--- config.mk ---
export PLATFORM = sky130hd
export DESIGN_NAME = bfiq_mod_reduce
export DESIGN_NICKNAME = d
export VERILOG_FILES = /design/src/design/bfiq_pkg.sv /design/src/design/bfiq_mod_reduce.sv
export SDC_FILE = /design/constraint.sdc
export NUM_CORES = 1
export LEC_CHECK = 0
export BUFFER_PORTS_ARGS = -buffer_cell sky130_fd_sc_hd__buf_2
export CORE_UTILIZATION = 45
export DETAILED_ROUTE_END_ITERATION = 6
export PLACE_DENSITY = 0.74
export SLEW_MARGIN = 5
export SYNTH_ARGS = -nofsm -noshare
export SYNTH_HDL_FRONTEND = slang
export SYNTH_SLANG_ARGS = --single-unit
--- constraint.sdc ---
create_clock -name clk_i -period 0.8 [get_ports clk_i]
set_input_delay 0.04 -clock clk_i [delete_from_list [all_inputs] [get_ports clk_i]]
set_output_delay 0.04 -clock clk_i [all_outputs]
set_load 0.05 [all_outputs]
--- src/design/bfiq_pkg.sv ---
// Package for the Bloom filter insert and query unit.
// Holds the fixed field widths, register codes, sequencer states and control structs.
// No dependencies.
package bfiq_pkg;

  localparam int unsigned WORD_W    = 32;
  localparam int unsigned NUM_WORDS = 5;
  localparam int unsigned COUNT_W   = 17;
  localparam int unsigned CFG_W     = 3;
  localparam int unsigned APB_AW    = 3;
  localparam int unsigned APB_DW    = 32;

  localparam logic             REG_HASH_COUNT = 1'b0;
  localparam logic [CFG_W-1:0] HASH_COUNT_RST = 3'd5;

  localparam logic OP_INSERT = 1'b0;
  localparam logic OP_QUERY  = 1'b1;

  typedef enum logic [2:0] {
    SEQ_CLEAR,
    SEQ_IDLE,
    SEQ_READ,
    SEQ_CHECK,
    SEQ_DONE
  } seq_state_e;

  typedef struct packed {
    logic rd_en;
    logic wr_en;
    logic wdata;
  } mem_ctl_t;

  typedef struct packed {
    logic clear_busy;
  } mem_status_t;

endpackage

--- src/design/bfiq_mod_reduce.sv ---
// Four-stage pipeline that reduces a 32-bit hash word modulo the filter size.
// Uses a reciprocal multiply, a multiply back and one correction step.
// Depends on bfiq_pkg.
module bfiq_mod_reduce #(
  parameter int FILTER_SIZE = 65536,
  parameter int IDX_W       = 16
) (
  input  logic                       clk_i,
  input  logic                       rst_ni,
  input  logic                       valid_i,
  input  logic [bfiq_pkg::WORD_W-1:0] word_i,
  output logic                       valid_o,
  output logic [IDX_W-1:0]           index_o
);

  localparam logic [31:0] RECIP = 32'((64'd1 << 32) / 64'(FILTER_SIZE));
  localparam logic [IDX_W:0] SIZE_W = (IDX_W+1)'(FILTER_SIZE);

  logic [3:0]       valid_q;
  logic [63:0]      prod1;
  logic [31:0]      qest_q;
  logic [IDX_W:0]   wlo1_q, wlo2_q;
  logic [IDX_W:0]   prod2_q;
  logic [IDX_W:0]   rem_q;
  logic [IDX_W:0]   rem_fix;
  logic [IDX_W-1:0] index_q;

  assign prod1   = 64'(word_i) * 64'(RECIP);
  assign rem_fix = (rem_q >= SIZE_W) ? (rem_q - SIZE_W) : rem_q;

  always_ff @(posedge clk_i or negedge rst_ni) begin
    if (!rst_ni) begin
      valid_q <= '0;
    end else begin
      valid_q <= {valid_q[2:0], valid_i};
    end
  end

  always_ff @(posedge clk_i) begin
    qest_q  <= prod1[63:32];
    wlo1_q  <= word_i[IDX_W:0];
    prod2_q <= (IDX_W+1)'(qest_q[IDX_W:0] * SIZE_W);
    wlo2_q  <= wlo1_q;
    rem_q   <= wlo2_q - prod2_q;
    index_q <= rem_fix[IDX_W-1:0];
  end

  assign valid_o = valid_q[3];
  assign index_o = index_q;

endmodule

==> flow_summary.rst <==
.. list-table::
   :header-rows: 1

   * - Metric
     - Value
   * - Status
     - complete, but fails checks
   * - Violated checks
     - DRC, setup timing
   * - Synthesis Warnings
     - 0
   * - Fraction of final layout cells with drive strength greater than 1
     - 47.1%
   * - Multi-input logic area
     - 0 µm²
   * - Path depth of the worst reg2reg path
     - 0
   * - Power per unit of standard cell area
     - 2780 nW/µm²
   * - Instance count of the mapped netlist
     - 68
   * - Internal Dissipation
     - between 4 and 5 mW
   * - Non-filler instance count after layout
     - around 170
   * - Final RePlAce weighted congestion
     - approximately 0.59
   * - Multi-input combinational cell count
     - 0
   * - Fin crit period
     - 0.942 ns
   * - Worst-case vdd ir drop
     - 0.00145 V
   * - Clock tree from TritonCTS
     - built
   * - Insertion delay of the later-clocked pin in the worst-skew pair
     - 0.38 ns
   * - Type of the most critical hold path
     - input pin to register
   * - Sink of the worst hold path
     - wlo1_q[6]$_DFF_P_
   * - Clock buffer depth
     - 2
   * - Avg WL per Cell
     - 10.9 µm
   * - Number of vias after detailed routing
     - 684
   * - Start-to-end type of the worst setup path
     - register to output port
   * - Maximum number of pins on one net before global-route repair
     - 11
   * - Top delay family on crit path
     - flip-flops
   * - Post-route setup slack
     - -0.142 ns
   * - Antenna fix cells
     - 0
   * - Power share of the sequential group
     - 63.7%
   * - Post-CTS setup-driven buffer insertion count
     - 0
   * - Total core area
     - between 2000 and 3000 µm²
   * - Total die area
     - 3300 µm²
   * - Pwr Total
     - roughly 5.7 mW
   * - Area growth syn-to-layout
     - 48.6%
   * - Starting utilization of the core area
     - between 40% and 50%
   * - Count of boundary I/O pins
     - 52
   * - First-pass GRT wire length
     - 2700 µm
   * - Max-Cap Viols
     - 0
   * - Worst Tran Pin Value
     - 0.203 ns
   * - Slowest stage delay, CP
     - 0.38 ns
   * - Vertical die dimension
     - 57.4 µm
   * - Area share of the largest cell type after synthesis
     - 92.8%
   * - Die W
     - 57.4 µm
   * - Crit end category
     - output port
   * - Clock network power share
     - 29.3%
   * - Vias in the first global route
     - 656
   * - Part of the power in combinational logic
     - 7.0%
   * - Critical Path Source Type
     - register
   * - Hold Path Depth
     - 2
   * - Final setup viols
     - 17
   * - Slack of the worst reg-to-reg path
     - roughly 0.3 ns
   * - Final Net Count
     - 168
   * - Maximum fanout along the worst path
     - 1
   * - Routed Antenna Nets
     - 0
   * - Worst hold slack
     - 0.286 ns
   * - Avg Inst Size Synth
     - 20.3 µm²
   * - Clk Tree Root Cell
     - sky130_fd_sc_hd__clkbuf_4
   * - Sequential share of the synthesized area
     - 100%
   * - Number of antenna violations at the first check in global routing
     - 0
   * - Standard cell with the maximum stage delay on the critical path
     - sky130_fd_sc_hd__dfrtp_1
   * - Post-synth top area cell
     - sky130_fd_sc_hd__dfxtp_1
   * - Launch point of the worst hold path
     - word_i[6]
   * - Nets in the synthesized netlist
     - 103
   * - Total DRC errors in the routed layout
     - 1
   * - Final cycle utilization of the critical path
     - 118%
   * - Cell Chain, Critical Path
     - buf_6
   * - Combined global-route utilization of all metal layers
     - 13.5%
   * - Number of cells after detailed placement
     - 134
   * - Number of H-tree levels
     - 3
   * - Worst Skew
     - 0.0102 ns
   * - Net Sw Power
     - 1.25 mW
   * - FMAX
     - around 1100 MHz
   * - DRT Pass-1 Iters
     - 5
   * - Netlist Area Pre-Place
     - approximately 1400 µm²
   * - Clock transition at path regs
     - 0.09 ns
   * - Average vias per placed instance
     - slightly above 4
   * - Number of slew-limit violations in the final report
     - 0
   * - RSZ-0062 raised after global routing
     - yes
   * - Yosys reg bits
     - 68
   * - Initial DRC Count
     - 15
   * - Buffers on Ports
     - 35
   * - Floorplan row count
     - 19
   * - Required time at the endpoint of the critical path
     - 0.76 ns
   * - Source of the worst register-to-register timing path
     - valid_q[2]$_DFF_PN0_
   * - Total count of hold-check failures in the final report
     - 0
   * - Switch share
     - 21.9%
   * - Headroom to the max-slew limit
     - 86.4%
   * - Endpoint of the worst-slack reg-to-reg timing path
     - valid_q[3]$_DFF_PN0_
   * - Clock buffers created by TritonCTS
     - 9
   * - Synth area leaders
     - sky130_fd_sc_hd__dfxtp_1 93%, sky130_fd_sc_hd__dfrtp_1 7.2%
   * - Num Clock Sinks
     - 68
   * - Routed wire length
     - 1820 µm
   * - Post-Place Setup Slack
     - 0.201 ns
   * - Leakage power summed over all cells
     - 0.916 nW
   * - Share of the core filled with cells
     - ~73%
   * - Unique cell type count in the Yosys netlist
     - 2
   * - Crit path DAT
     - 0.90 ns
   * - Bufs and invs on worst path
     - 1
   * - Grt total ovfl
     - 0
## layer usage
layer / track usage [%] / vias up / share of wire (%)
li1: - / 338 / -
met1: 8.77 / 305 / 33
met2: 21.6 / 32 / 54
met3: 10.9 / 9 / 8.2
met4: 14.3 / 0 / 4.8
met5: 0 / - / 0
## layout by cell type (no fill, tap or decap), drive strengths merged
cell and instances:
clkinv 3, dfrtp 4, dlygate4sd3 19, dfxtp 64, buf 35, clkbuf 11
## flip-flops by register name, indices dropped and copies added, names as in the netlist
register  count
wlo1_q       16
rem_q        16
valid_q       4
wlo2_q       16
index_o      16
## layout make-up
cell class	instances	area, µm²
clock inverters	3	15.0
fillers	190	776
well taps	31	38.8
flip-flops and latches	68	1400
clock buffers	11	85.1
repair buffers	54	513
## cell families (layout without fill, tap and decap cells)
family	Yosys count	after routing	synth area share [%]
buf+inv	0	68	0
flops	68	68	100
## cells in the mapped netlist
cell type	n
sky130_fd_sc_hd__dfxtp_1	64
sky130_fd_sc_hd__dfrtp_1	4
## what timing repair did
item / in CTS / in global routing
hold buffers: 19 / 0
pin swaps: 0 / 0
gates cloned: 0 / 0
endpoints found under the hold margin: 21 / 0
resized for setup: 54 / 7
setup endpoints to repair: 17 / 17
## worst max path at each step
stage / startpoint / to / cells after the start
3_3_place_gp: valid_q[3]$_DFF_PN0_ / valid_o / 1
2_1_floorplan: index_o[0]$_DFF_P_ / index_o[0] / 0
6_report: valid_q[3]$_DFF_PN0_ / valid_o / 1
3_5_place_dp: index_o[14]$_DFF_P_ / index_o[14] / 1
4_1_cts: valid_q[3]$_DFF_PN0_ / valid_o / 1
5_1_grt: valid_q[3]$_DFF_PN0_ / valid_o / 1
## power groups by stage
stage / registers [mW] / logic (mW) / clock network (mW)
6_report: 3.63 / 0.398 / 1.67
5_1_grt: 3.65 / 0.411 / 1.92
4_1_cts: 3.63 / 0.382 / 1.74
3_5_place_dp: 3.68 / 0.249 / 0
3_3_place_gp: 3.67 / 0.248 / 0
2_1_floorplan: 3.84 / 0 / 0
## per-stage QoR
| step | setup TNS [ns] | cell area, µm² |
|---|---|---|
| 6_report | -1.69 | 2050 |
| 5_1_grt | -2.81 | 2050 |
| 4_1_cts | -2.20 | 2030 |
| 3_5_place_dp | 0 | 1600 |
| 3_3_place_gp | 0 | 1600 |
| 2_1_floorplan | 0 | 1380 |
No activity file was read; power rests on OpenSTA's default activity.
